### src/rtl/assert_macros.svh
// Assertion helpers, sampled on clk_i and off during reset.
`ifndef ASSERT_MACROS_SVH
`define ASSERT_MACROS_SVH

// Property holds at every clock edge.
`define BQ_ASSERT(name, prop) \
  name: assert property (@(posedge clk_i) disable iff (!rst_ni) (prop)) \
    else $error("assertion failed");

// Consequent holds in the cycle after the antecedent.
`define BQ_ASSERT_NEXT(name, ante, cons) \
  name: assert property (@(posedge clk_i) disable iff (!rst_ni) (ante) |=> (cons)) \
    else $error("assertion failed");

`endif

### src/rtl/bqsf_pkg.sv
package bqsf_pkg;

  localparam int unsigned QUEUE_DEPTH = 2;
  localparam int unsigned FRAC_QW     = 32;
  localparam int unsigned GRAD_QW     = 31;

  localparam logic [16:0] W_ONE     = 17'd65536;
  localparam logic [16:0] FLOOR_RST = 17'd1;
  localparam logic [31:0] FRAC_HALF = 32'd32768;
  localparam logic [31:0] FRAC_SAT  = 32'hFFFF_FFFF;
  localparam logic [31:0] GRAD_MAX  = 32'h7FFF_FFFF;
  localparam logic [31:0] GRAD_MIN  = 32'h8000_0000;

  // Differences formed at the front, 33-bit two's complement.
  typedef struct packed {
    logic [32:0] dx;
    logic [32:0] dy;
    logic [32:0] nsx;
    logic [32:0] ntx;
    logic [32:0] nsy;
    logic [32:0] nty;
  } diff_t;

  typedef struct packed {
    logic        zero;
    logic        sat;
    logic        neg;
    logic [32:0] ext;
  } fdtag_t;

  typedef struct packed {
    logic        sat;
    logic        neg;
    logic [16:0] wt;
  } gdtag_t;

  typedef struct packed {
    logic [31:0] mag;
    logic        neg;
  } frac_t;

  // Magnitude of a 33-bit difference of two 32-bit values; always fits 32 bits.
  function automatic logic [31:0] mag33(logic [32:0] v);
    logic [32:0] a;
    a = v[32] ? (33'd0 - v) : v;
    return a[31:0];
  endfunction

endpackage

### src/rtl/bqsf_front.sv
module bqsf_front (
  input  logic                 in_valid_i,
  output logic                 in_ready_o,
  input  logic [31:0]          cell_x_low_i,
  input  logic [31:0]          cell_x_high_i,
  input  logic [31:0]          cell_y_low_i,
  input  logic [31:0]          cell_y_high_i,
  input  logic [31:0]          point_x_i,
  input  logic [31:0]          point_y_i,
  input  logic                 full_i,
  output logic                 push_o,
  output bqsf_pkg::diff_t      item_o
);

  assign in_ready_o = !full_i;
  assign push_o     = in_valid_i && !full_i;

  always_comb begin
    item_o.dx  = {cell_x_high_i[31], cell_x_high_i} - {cell_x_low_i[31], cell_x_low_i};
    item_o.dy  = {cell_y_high_i[31], cell_y_high_i} - {cell_y_low_i[31], cell_y_low_i};
    item_o.nsx = {point_x_i[31], point_x_i} - {cell_x_low_i[31], cell_x_low_i};
    item_o.ntx = {cell_x_high_i[31], cell_x_high_i} - {point_x_i[31], point_x_i};
    item_o.nsy = {point_y_i[31], point_y_i} - {cell_y_low_i[31], cell_y_low_i};
    item_o.nty = {cell_y_high_i[31], cell_y_high_i} - {point_y_i[31], point_y_i};
  end

endmodule

### config.mk
export PLATFORM = sky130hd
export DESIGN_NAME = bqsf_front
export DESIGN_NICKNAME = d
export VERILOG_FILES = /design/src/rtl/assert_macros.svh /design/src/rtl/bqsf_pkg.sv /design/src/rtl/bqsf_front.sv
export SDC_FILE = /design/constraint.sdc
export NUM_CORES = 1
export LEC_CHECK = 0
export ABC_AREA = 0
export BUFFER_PORTS_ARGS = -buffer_cell sky130_fd_sc_hd__buf_2
export CELL_PAD_IN_SITES_DETAIL_PLACEMENT = 1
export CELL_PAD_IN_SITES_GLOBAL_PLACEMENT = 2
export CORE_MARGIN = 2
export CORE_UTILIZATION = 29
export DETAILED_ROUTE_END_ITERATION = 16
export PLACE_DENSITY_LB_ADDON = 0.1
export RECOVER_POWER = 50
export SYNTH_ARGS = -nofsm -noshare
export SYNTH_HDL_FRONTEND = slang
export SYNTH_SLANG_ARGS = --single-unit
### constraint.sdc
create_clock -name vclk -period 9.1
set_clock_uncertainty 0.1 [all_clocks]
set_input_delay 0.91 -clock vclk [all_inputs]
set_output_delay 0.91 -clock vclk [all_outputs]
set_load 0.01 [all_outputs]
=== Yosys cells after proc, flatten, opt, wreduce, memory -nomap -nowiden ===
Cells that the tools add are included.

* $add $sub $neg: 6
* Reductions and logical operators: 2

{| class="wikitable"
|+ Operators by type and width
! cell !! number
|-
| $sub 32x32->33 || 6
|-
| $logic_and 1x1->1 || 1
|-
| $logic_not 1->1 || 1
|}

* Register bits after elaboration: 0
* Input port bits: 194
* Output and inout port bits: 200
* Word-level logic and storage cells: 8

=== Depth between registers and ports, before layout ===
* Word-level depth: 2
* Gate-level depth with buffers: 12
* Gate-level depth less buffers: 12

=== Worst setup path before layout ===
OpenSTA, ideal clock, no wires.

* Path type: input -> output
* From: input port cell_x_high_i[0]
* To: output port item_o[193] (netlist name)
* Arrival: 3.407 ns
* Data required time: 8.090 ns
* Setup slack: 4.683 ns
* Cell stages on the path: 12
* Path buffers: 0
* Cells stage by stage: inv_1 ha_1 fa_1 nand2b_1 a21oi_1 o211ai_1 or2_2 a211o_1 and2_1 o21a_1 o31ai_1 xor2_1

{| class="wikitable"
|+ RTL lines
! element !! line !! source
|-
| from (decl) || bqsf_front.sv:5 || <nowiki>input logic [31:0] cell_x_high_i,</nowiki>
|-
| to (decl) || bqsf_front.sv:12 || <nowiki>output bqsf_pkg::diff_t item_o</nowiki>
|}

==> metrics <==
Worst path most repeated cell=buf_2; fin crit share=0.578; clock period minus worst slack=5.26 ns; CP peak stage delay=0.69 ns; P_leak=6.59 nW; post-synthesis cell count=1529; Reg area=0 sq um; FFs & Latches=0; CP Depth=14; Via density=5.15; cts hold-fix bufs=0; Total GRT Usage=0.215; Startpoint Class=input port; endpoints failing setup=0; die width=192 microns; RSZ-0062 raised after global routing=false; Fmax=190 MHz; syn_nets=1921; CLK BUF=0; die height=192 microns; share of layout cells above drive strength 1=0.167; Vias=12101; WP buf/inv=3; HPWL Detailed=37.2 mm; status=complete, no violations; DR iter-0 viols=382; final wirelength=41.3 mm; Seq/Total Area, Yosys=0; library cells used by synthesis=72; Post-CTS Repair Setup Buffers=0; Post-route DRC=0; filler cell count=4687; CP Launch Point=point_x_i[0]; Max IR drop VDD=0.0414 mV; post-synthesis cell area=10200 sq um; Cell Pwr Density=90.4 nW/um^2; maximum fanout along the worst path=3; fin nets=2288; Final Hold Fails=0; slowest library cell on the worst path=o41ai_1; syn avg cell area=6.70 sq um; Critical Path, Cell by Cell=buf_2 > inv_1 > ha_1 > fa_1 > nand2b_1 > a21oi_1 > a2111oi_1 > o41ai_1 > a31o_2 > o211ai_1 > a41oi_1 > a31oi_1 > o31a_1 > buf_2; critical path class=in2out; YS warnings=0; Core Util, Final=0.362; I/O pins=394; CP arrival=4.25 ns; GRT overflow=0; Sum Neg Setup Slack=0 ns; router iterations before antenna repair=4; Synth-to-Final Area Change=22.3%; global-route wire length before repair=64.3 mm; GPL Wtd Cong=0.883; Routed Antenna Nets=0; Max Cap Viol=0; worst-margin pin slew=0.881 ns; largest net degree at the start of global routing=11; worst min-delay path class=in2out; input/output buffers=394; delay-heaviest family, CP=compound AO/OA/AOI/OAI gates; core area=34600 sq um; required time worst endpoint=8.09 ns; worst setup path endpoint=item_o[131]; Routed WL per cell=17.5 microns; vias in the first global route=12386; Resize count post-CTS=0; Die ar.=36900 sq um; Starting Density=0.296; Max transition margin=0.412; initial antenna violation count=9; Multi-input gate area=9390 sq um; Slew Viols, Final=0; critical path capture point type=output port; FP Rows=68
==> final cells by class <==
cell class | count | share of cell area
multi-input combinational | 1310 | 0.749
inverter | 190 | 0.0569
timing repair buffer | 394 | 0.148
tap | 455 | 0.0454
antenna | 2 | 0.000399
==> synthesized netlist by cell type, drive strengths merged, types with 5 or more instances <==
library cell | n | share of area
and4 | 6 | 0.0051
inv | 190 | 0.070
nand2 | 121 | 0.044
a21boi | 5 | 0.0040
o211ai | 14 | 0.010
nand2b | 23 | 0.014
a31oi | 17 | 0.010
a211o | 10 | 0.0085
o31ai | 8 | 0.0059
nand3 | 43 | 0.021
a41oi | 6 | 0.0051
xor2 | 55 | 0.047
o21ai | 106 | 0.053
nor2b | 28 | 0.017
o21bai | 20 | 0.015
nand4 | 15 | 0.0092
clkbuf | 27 | 0.0099
nor2 | 92 | 0.034
o21a | 23 | 0.017
fa | 6 | 0.012
o2111ai | 5 | 0.0043
a21o | 84 | 0.062
nor3 | 29 | 0.014
a31o | 5 | 0.0043
a221oi | 8 | 0.0098
o31a | 7 | 0.0060
and2 | 11 | 0.0067
or2 | 6 | 0.0037
a21oi | 168 | 0.082
and3 | 20 | 0.012
o311ai | 7 | 0.0060
ha | 192 | 0.23
a211oi | 18 | 0.013
xnor2 | 106 | 0.091
nand3b | 5 | 0.0037
==> metrics by stage <==
step | hold slack (ns) | instances | cell area [sq um] | power (mW) | setup slack, ns
2_1_floorplan | 1.76 | 1529 | 10200 | 0.731 | 4.68
3_3_place_gp | 1.96 | 2349 | 12700 | 1.15 | 4.10
3_5_place_dp | 1.96 | 2349 | 12700 | 1.16 | 4.00
4_1_cts | 1.96 | 2349 | 12700 | 1.17 | 3.96
5_1_grt | 1.97 | 2351 | 12500 | 1.26 | 3.53
6_report | 1.95 | 2351 | 12500 | 1.13 | 3.84
==> worst min-delay path by stage <==
| stage | slack (ns) | startpoint | cells after the start | to |
|---|---|---|---|---|
| 6_report | 1.95 | full_i | 3 | in_ready_o |
| 4_1_cts | 1.96 | full_i | 3 | in_ready_o |
| 2_1_floorplan | 1.76 | full_i | 1 | in_ready_o |
| 3_3_place_gp | 1.96 | full_i | 3 | in_ready_o |
| 5_1_grt | 1.97 | full_i | 3 | push_o |
| 3_5_place_dp | 1.96 | full_i | 3 | in_ready_o |
==> report_power, final <==
group / internal [mW] / switching (mW) / leakage [nW] / total, mW
clock: 0.0000000294 / 0 / 0.0000127 / 0.0000000294
combinational: 0.455 / 0.677 / 6.59 / 1.13
sequential: 0 / 0 / 0 / 0
total: 0.455 / 0.677 / 6.59 / 1.13
==> worst min-delay path, cell delays in order <==
cell and delay [ns]:
buf_2 0.09, inv_1 0.03, clkbuf_1 0.11
==> cell families after synthesis <==
logic type / count (synthesis) / share of synthesized area
AOI/OAI and AO/OA: 537 / 0.340
muxes: 3 / 0.00305
buffers and inverters: 219 / 0.0803
and+or+nand+nor: 411 / 0.193
adders and majority gates: 198 / 0.246
xor gates and xnor gates: 161 / 0.138
==> layout by cell type (no fill, tap or decap), types with 7 or more instances in the layout <==
master / Yosys / layout
nor3_1: 29 / 29
ha_1: 192 / 192
a221oi_1: 5 / 7
nand4_1: 15 / 15
o211ai_1: 14 / 14
a21o_1: 84 / 84
clkbuf_1: 27 / 93
nor2_1: 92 / 92
nand2b_1: 23 / 23
a21oi_1: 167 / 167
o31ai_1: 8 / 8
xor2_1: 55 / 55
o21ai_0: 94 / 97
nor2b_1: 28 / 28
a31oi_1: 17 / 17
inv_1: 190 / 190
a211oi_1: 18 / 18
buf_2: 1 / 301
nand3_1: 43 / 43
o21bai_1: 20 / 20
o21ai_1: 10 / 7
and2_1: 11 / 11
a211o_1: 10 / 10
o31a_1: 7 / 7
xnor2_1: 106 / 106
nand2_1: 121 / 121
and3_1: 20 / 20
o21a_1: 23 / 23
==> layer usage <==
layer  track usage  part of all wire  vias to the layer above
met5             0            0.0013                        -
met1         0.272              0.45                     5587
met2         0.395              0.48                      251
li1              -                 -                     6220
met3        0.0309             0.057                       33
met4        0.0206             0.011                       10
Power figures use the tool's default switching activity.
