$ cat config.mk
export PLATFORM = sky130hd
export DESIGN_NAME = bqsf_queue
export DESIGN_NICKNAME = d
export VERILOG_FILES = /design/src/rtl/bqsf_pkg.sv /design/src/rtl/bqsf_queue.sv
export VERILOG_INCLUDE_DIRS = /design/src /design/src/rtl
export SDC_FILE = /design/constraint.sdc
export NUM_CORES = 1
export LEC_CHECK = 0
export ABC_AREA = 1
export BUFFER_PORTS_ARGS = -buffer_cell sky130_fd_sc_hd__buf_2
export CORE_MARGIN = 10
export CORE_UTILIZATION = 25
export DETAILED_ROUTE_END_ITERATION = 8
export SLEW_MARGIN = 20
export SYNTH_ARGS = -nofsm -noshare
export SYNTH_HDL_FRONTEND = slang
export SYNTH_SLANG_ARGS = --single-unit
$ cat constraint.sdc
create_clock -name clk_i -period 13.7 [get_ports clk_i]
set_input_delay 4.11 -clock clk_i [delete_from_list [all_inputs] [get_ports clk_i]]
set_output_delay 4.11 -clock clk_i [all_outputs]
set_load 0.01 [all_outputs]
$ cat src/rtl/assert_macros.svh
// Assertion helpers, sampled on clk_i and off during reset.
`ifndef ASSERT_MACROS_SVH
`define ASSERT_MACROS_SVH

// Property holds at every clock edge.
`define BQ_ASSERT(name, prop) \
  name: assert property (@(posedge clk_i) disable iff (!rst_ni) (prop)) \
    else $error("assertion failed");

// Consequent holds in the cycle after the antecedent.
`define BQ_ASSERT_NEXT(name, ante, cons) \
  name: assert property (@(posedge clk_i) disable iff (!rst_ni) (ante) |=> (cons)) \
    else $error("assertion failed");

`endif

$ cat src/rtl/bqsf_pkg.sv
package bqsf_pkg;

  localparam int unsigned QUEUE_DEPTH = 2;
  localparam int unsigned FRAC_QW     = 32;
  localparam int unsigned GRAD_QW     = 31;

  localparam logic [16:0] W_ONE     = 17'd65536;
  localparam logic [16:0] FLOOR_RST = 17'd1;
  localparam logic [31:0] FRAC_HALF = 32'd32768;
  localparam logic [31:0] FRAC_SAT  = 32'hFFFF_FFFF;
  localparam logic [31:0] GRAD_MAX  = 32'h7FFF_FFFF;
  localparam logic [31:0] GRAD_MIN  = 32'h8000_0000;

  // Differences formed at the front, 33-bit two's complement.
  typedef struct packed {
    logic [32:0] dx;
    logic [32:0] dy;
    logic [32:0] nsx;
    logic [32:0] ntx;
    logic [32:0] nsy;
    logic [32:0] nty;
  } diff_t;

  typedef struct packed {
    logic        zero;
    logic        sat;
    logic        neg;
    logic [32:0] ext;
  } fdtag_t;

  typedef struct packed {
    logic        sat;
    logic        neg;
    logic [16:0] wt;
  } gdtag_t;

  typedef struct packed {
    logic [31:0] mag;
    logic        neg;
  } frac_t;

  // Magnitude of a 33-bit difference of two 32-bit values; always fits 32 bits.
  function automatic logic [31:0] mag33(logic [32:0] v);
    logic [32:0] a;
    a = v[32] ? (33'd0 - v) : v;
    return a[31:0];
  endfunction

endpackage

$ cat src/rtl/bqsf_queue.sv
`include "assert_macros.svh"

module bqsf_queue #(
  parameter int unsigned DEPTH = bqsf_pkg::QUEUE_DEPTH
) (
  input  logic             clk_i,
  input  logic             rst_ni,
  input  logic             push_i,
  input  bqsf_pkg::diff_t  item_i,
  output logic             full_o,
  input  logic             pop_i,
  output logic             valid_o,
  output bqsf_pkg::diff_t  item_o
);

  localparam int unsigned PW = (DEPTH > 1) ? $clog2(DEPTH) : 1;
  localparam int unsigned CW = $clog2(DEPTH + 1);

  bqsf_pkg::diff_t mem_q [DEPTH];
  logic [PW-1:0]   wr_q, rd_q;
  logic [CW-1:0]   cnt_q;

  assign full_o  = (cnt_q == CW'(DEPTH));
  assign valid_o = (cnt_q != '0);
  assign item_o  = mem_q[rd_q];

  always_ff @(posedge clk_i) begin
    if (push_i) begin
      mem_q[wr_q] <= item_i;
    end
  end

  always_ff @(posedge clk_i or negedge rst_ni) begin
    if (!rst_ni) begin
      wr_q  <= '0;
      rd_q  <= '0;
      cnt_q <= '0;
    end else begin
      if (push_i) begin
        wr_q <= (wr_q == PW'(DEPTH - 1)) ? '0 : wr_q + 1'b1;
      end
      if (pop_i) begin
        rd_q <= (rd_q == PW'(DEPTH - 1)) ? '0 : rd_q + 1'b1;
      end
      case ({push_i, pop_i})
        2'b10:   cnt_q <= cnt_q + 1'b1;
        2'b01:   cnt_q <= cnt_q - 1'b1;
        default: cnt_q <= cnt_q;
      endcase
    end
  end

  `BQ_ASSERT(a_cnt_bound, cnt_q <= CW'(DEPTH))
  `BQ_ASSERT(a_no_pop_empty, !pop_i || valid_o)

endmodule

* After elaboration in Yosys (flattened, before gate mapping)
Memories as Yosys holds them, arrays and structs flattened.
Cells that the tools add are included.
** Word-level totals
- Output and inout port bits :: 200
- Logic and storage cells :: 18
- Bits in registers :: 4
- Memories :: 1
- RAM bits :: 396
- Bits of input ports :: 202
** Operators by class
- Eq/ne operators :: 3
- Multiplexer cells :: 5
- Reductions and logical operators :: 2
- $add $sub $neg :: 4
** Memories
- mem_q :: words 2, bits a word 198, rd ports 1, clocked after Yosys merged registers in 0, wr ports 1, RTL line bqsf_queue.sv:19 : bqsf_pkg::diff_t mem_q [DEPTH];
** Operators by type and width (count)
- 2-bit == test, second input constant :: 2
- 1-bit 2-to-1 mux :: 4
- 2-bit one-hot mux with 2 select lines :: 1
- 2-bit nonzero test :: 2
- 1-bit adder, second input constant :: 2
- 2-bit by 1-bit adder with 2-bit output, second input constant :: 1
- 2-bit by 1-bit == test with 1-bit output, second input constant :: 1
- 2-bit by 1-bit subtractor with 2-bit output, second input constant :: 1

* Logic depth before layout (Yosys ltp)
- Depth in word-level cells :: 2
- Gate-level depth with buffers :: 7
- Depth with buffers taken out :: 7

* Worst setup path before layout
No wires, ideal clock.
- Kind :: input-to-reg
- Start point :: in push_i
- End point :: mem mem_q[0][0] (netlist bit) (enable)
- Buffers on the path :: 0
- Library setup time :: 765 ps
- Arrival :: 12457 ps
- Stages :: 2
- Slack :: 478 ps
- Data required time :: 12935 ps
- Cell sequence :: inv_1 -> nor2_1
** Between the ends
- Cells in the longest elaborated chain, start to end :: 2
** Ends and longest elaborated chain
- start, declared :: RTL line bqsf_queue.sv:8 : input logic push_i,
- 1-bit 2-to-1 mux :: RTL line bqsf_queue.sv:28 : if (push_i) begin
- 1-bit 2-to-1 mux (not written as such) :: RTL line bqsf_queue.sv:29 : mem_q[wr_q] <= item_i;
- end, declared :: RTL line bqsf_queue.sv:19
Every way passes these cells.

==> flow_summary.toml <==
[run_status]
status = "finished, final reports clean"

[placed_design]
gp_congestion = 0.778
hpwl_um = 26200
place_inst = 2204
port_buffers = 401

[setup_path]
cp.arrival_ns = 3.39
crit_slowest_cell = "buf_4"
cp.required_ns = 9.59
start_kind = "register"
path_delay_family = "buffers and inverters"
path_buf_inv = 3
path_class = "register to output port"
slowest_delay_ns = 0.77
crit_top_cell = "buf_4"
worstSetupEndpointType = "output port"
crit_chain = "buf_4, buf_4, nand2_1, o21ai_2, buf_2"
cp_max_fo = 97

[power_and_ir_drop]
ir_drop_mv = 0.144
p_leak_nw = 8.08
switching_power_mw = 1.36
pwr-share-seq_pct = 41.6
intPower_mw = 2.73
p_comb_share_pct = 29.9
p_per_area_nw_per_um2 = 210
total_power_mw = 4.09
clockPowerShare_pct = 28.5
switching_share_pct = 33.2

[yosys]
syn_area_per_cell_um2 = 14.5
synth-simple-area-share_pct = 5.10
synth_area_um2 = 15400
synthXorXnorAreaFrac_pct = 0.171
synth-compound-area-share_pct = 8.88
ys_seq_elements = 400
yosys.area_share.adder_pct = 0.0813
synth_top_family_by_area = "compound AO/OA/AOI/OAI gates"
synth_cells = 1058
yosys_warnings = 0
synth_top_cell_area_share_pct = 77.3
ys_types = 16
synthMuxAreaShare_pct = 0
synth-seq-area-share_pct = 77.9
synth_area_leaders = "edfxtp_1 (77%), o21ai_2 (5.7%), inv_1 (5.0%), nand2_1 (5.0%), buf_6 (2.6%)"
syn_nets = 1261
synth_top_area_cell = "edfxtp_1"

[route]
wire_per_inst_um = 16.2
first_iter_violations = 653
vias = 9128
ant_nets = 0
dr.pass1.iters = 5
viasPerCell = 3.99
drc = 0
routed_wl_um = 37000

[cts]
ctsResizeCount = 0
clockRootBuffer = "clkbuf_16"
cts.sinks = 400
htreeDepth = 2
cts_tree = "yes"
post_cts_buffers = 0
path_clk_slew_ns = 0.06
postCtsHoldBufs = 0
worstSkewPairLatency_ns = 0.55
cts_buffers = 44
clk_path_buf_depth = 3

[die]
fp.dieH_um = 268
die_area_um2 = 71900
coreArea_um2 = 60700
fp.dieW_um = 268
start_util_pct = 25.3
rows = 90
io_pins = 402

[run]
maxCapViolCount = 0

[timing]
fin_setup_tns_ns = 0
clock_skew_ns = 0.0191
maxSlewHeadroom_pct = 25.1
tightest_slew_ns = 1.12
period_minus_slack_ns = 7.50
setup_violations = 0
drv_slew = 0
rsz0062_at_grt = "no"
finalHoldViolations = 0
post-route-period-util_pct = 54.7
fmax_mhz = 133

[global_route]
antenna_found_initial = 12
grt_pass1_vias = 9245
grt_max_degree = 173
grt_pass1_wl_um = 54000
grt_overflow = 0
grt.total_usage_pct = 9.75

[finish]
utilization_pct = 32.1
layout-drive-gt1-share_pct = 38.1
fillCellCount = 6115
fin_nets = 1671
area_delta_synth_final_pct = 26.5
final_cells = 2286

[worst_hold_path]
hold_path.class = "register to register"
[tightest hold or removal path: stages (launching register included)]
cell	delay (ns)
dfrtp_1	0.34
nand2_1	0.07
nand2_1	0.05
[layout by cell type (no fill, tap or decap), drive strengths merged]
| cell type | Yosys | final |
|---|---|---|
| o21ai | 198 | 198 |
| diode | 0 | 1 |
| dfrtp | 4 | 4 |
| clkbuf | 6 | 56 |
| bufinv | 0 | 5 |
| nand2 | 204 | 204 |
| nand4 | 1 | 1 |
| clkinvlp | 0 | 2 |
| nor2 | 2 | 2 |
| ha | 1 | 1 |
| nand3 | 1 | 1 |
| xnor2 | 1 | 1 |
| clkinv | 0 | 14 |
| xor2 | 2 | 2 |
| edfxtp | 396 | 396 |
| inv | 204 | 208 |
| buf | 38 | 408 |
[path summary, 6_finish.rpt]
path / from / endpoint / slack, ns / cells after the start
min in group asynchronous: rst_ni / rd_q / 3.36 / 1
max in group asynchronous: rst_ni / rd_q / 10.20 / 1
setup / recovery: rd_q / item_o[58] / 6.20 / 5
setup reg to reg: wr_q / mem_q[0][139] / 11.06 / 3
hold reg to reg: cnt_q[1] / cnt_q[1] / 0.49 / 2
hold / removal: cnt_q[1] / cnt_q[1] / 0.49 / 2
[logic make-up (layout without fill, tap and decap cells)]
kind of cell / count (synthesis) / count (layout)
flip-flops: 400 / 400
adder cells (fa/ha/maj): 1 / 1
AND/OR/NAND/NOR: 208 / 208
other: 0 / 1
XOR/XNOR: 3 / 3
buffers and inverters: 248 / 693
AO/OA/AOI/OAI: 198 / 198
[layout make-up]
type | count | area, um^2 | area share [%]
flip-flops and latches | 400 | 12000 | 61.6
multi-input cells | 410 | 2200 | 11.3
repair buffers | 408 | 2080 | 10.7
clock buffers | 56 | 1170 | 6.00
well taps | 782 | 978 | 5.03
inverters | 204 | 773 | 3.97
clock inverters | 25 | 259 | 1.33
diodes | 1 | 2.50 | 0.0129
[cells in the mapped netlist]
cell type,count
ha_1,1
nand3_1,1
dfrtp_1,4
edfxtp_1,396
o21ai_2,100
buf_6,35
inv_1,204
buf_4,3
nand2_1,204
nor2_1,2
nand4_1,1
clkbuf_1,6
xor2_1,2
xnor2_1,1
o21ai_0,66
o21ai_1,32
[metrics by stage]
step / hold WS, ns / instance area [um^2] / setup slack, ns
final: 0.494 / 19500 / 6.20
after global routing: 0.539 / 19500 / 5.87
after CTS: 0.503 / 19500 / 6.13
after detailed placement: 0.459 / 18000 / 6.76
after global placement: 0.456 / 18000 / 6.85
after floorplan: 0.442 / 15400 / 0.478
[metal layers]
layer	vias up	track usage (%)	wire length [um]
li1	4442	-	-
met1	4252	10.9	14200
met2	341	15.9	17200
met3	73	4.94	4520
met4	20	3.24	876
met5	-	0	123
[sequential cells by signal (all words and copies together), names as in the netlist]
name and flops:
cnt_q 2, wr_q 1, mem_q 396, rd_q 1
[power by group through the flow]
stage,clock network [mW],logic (mW),registers [mW]
finish,1.16,1.22,1.70
global route,1.25,1.36,1.72
CTS,1.20,1.26,1.70
detailed placement,0,1.26,1.73
global placement,0,1.25,1.72
floorplan,0,0.838,1.75
Power figures use the tool's default switching activity.
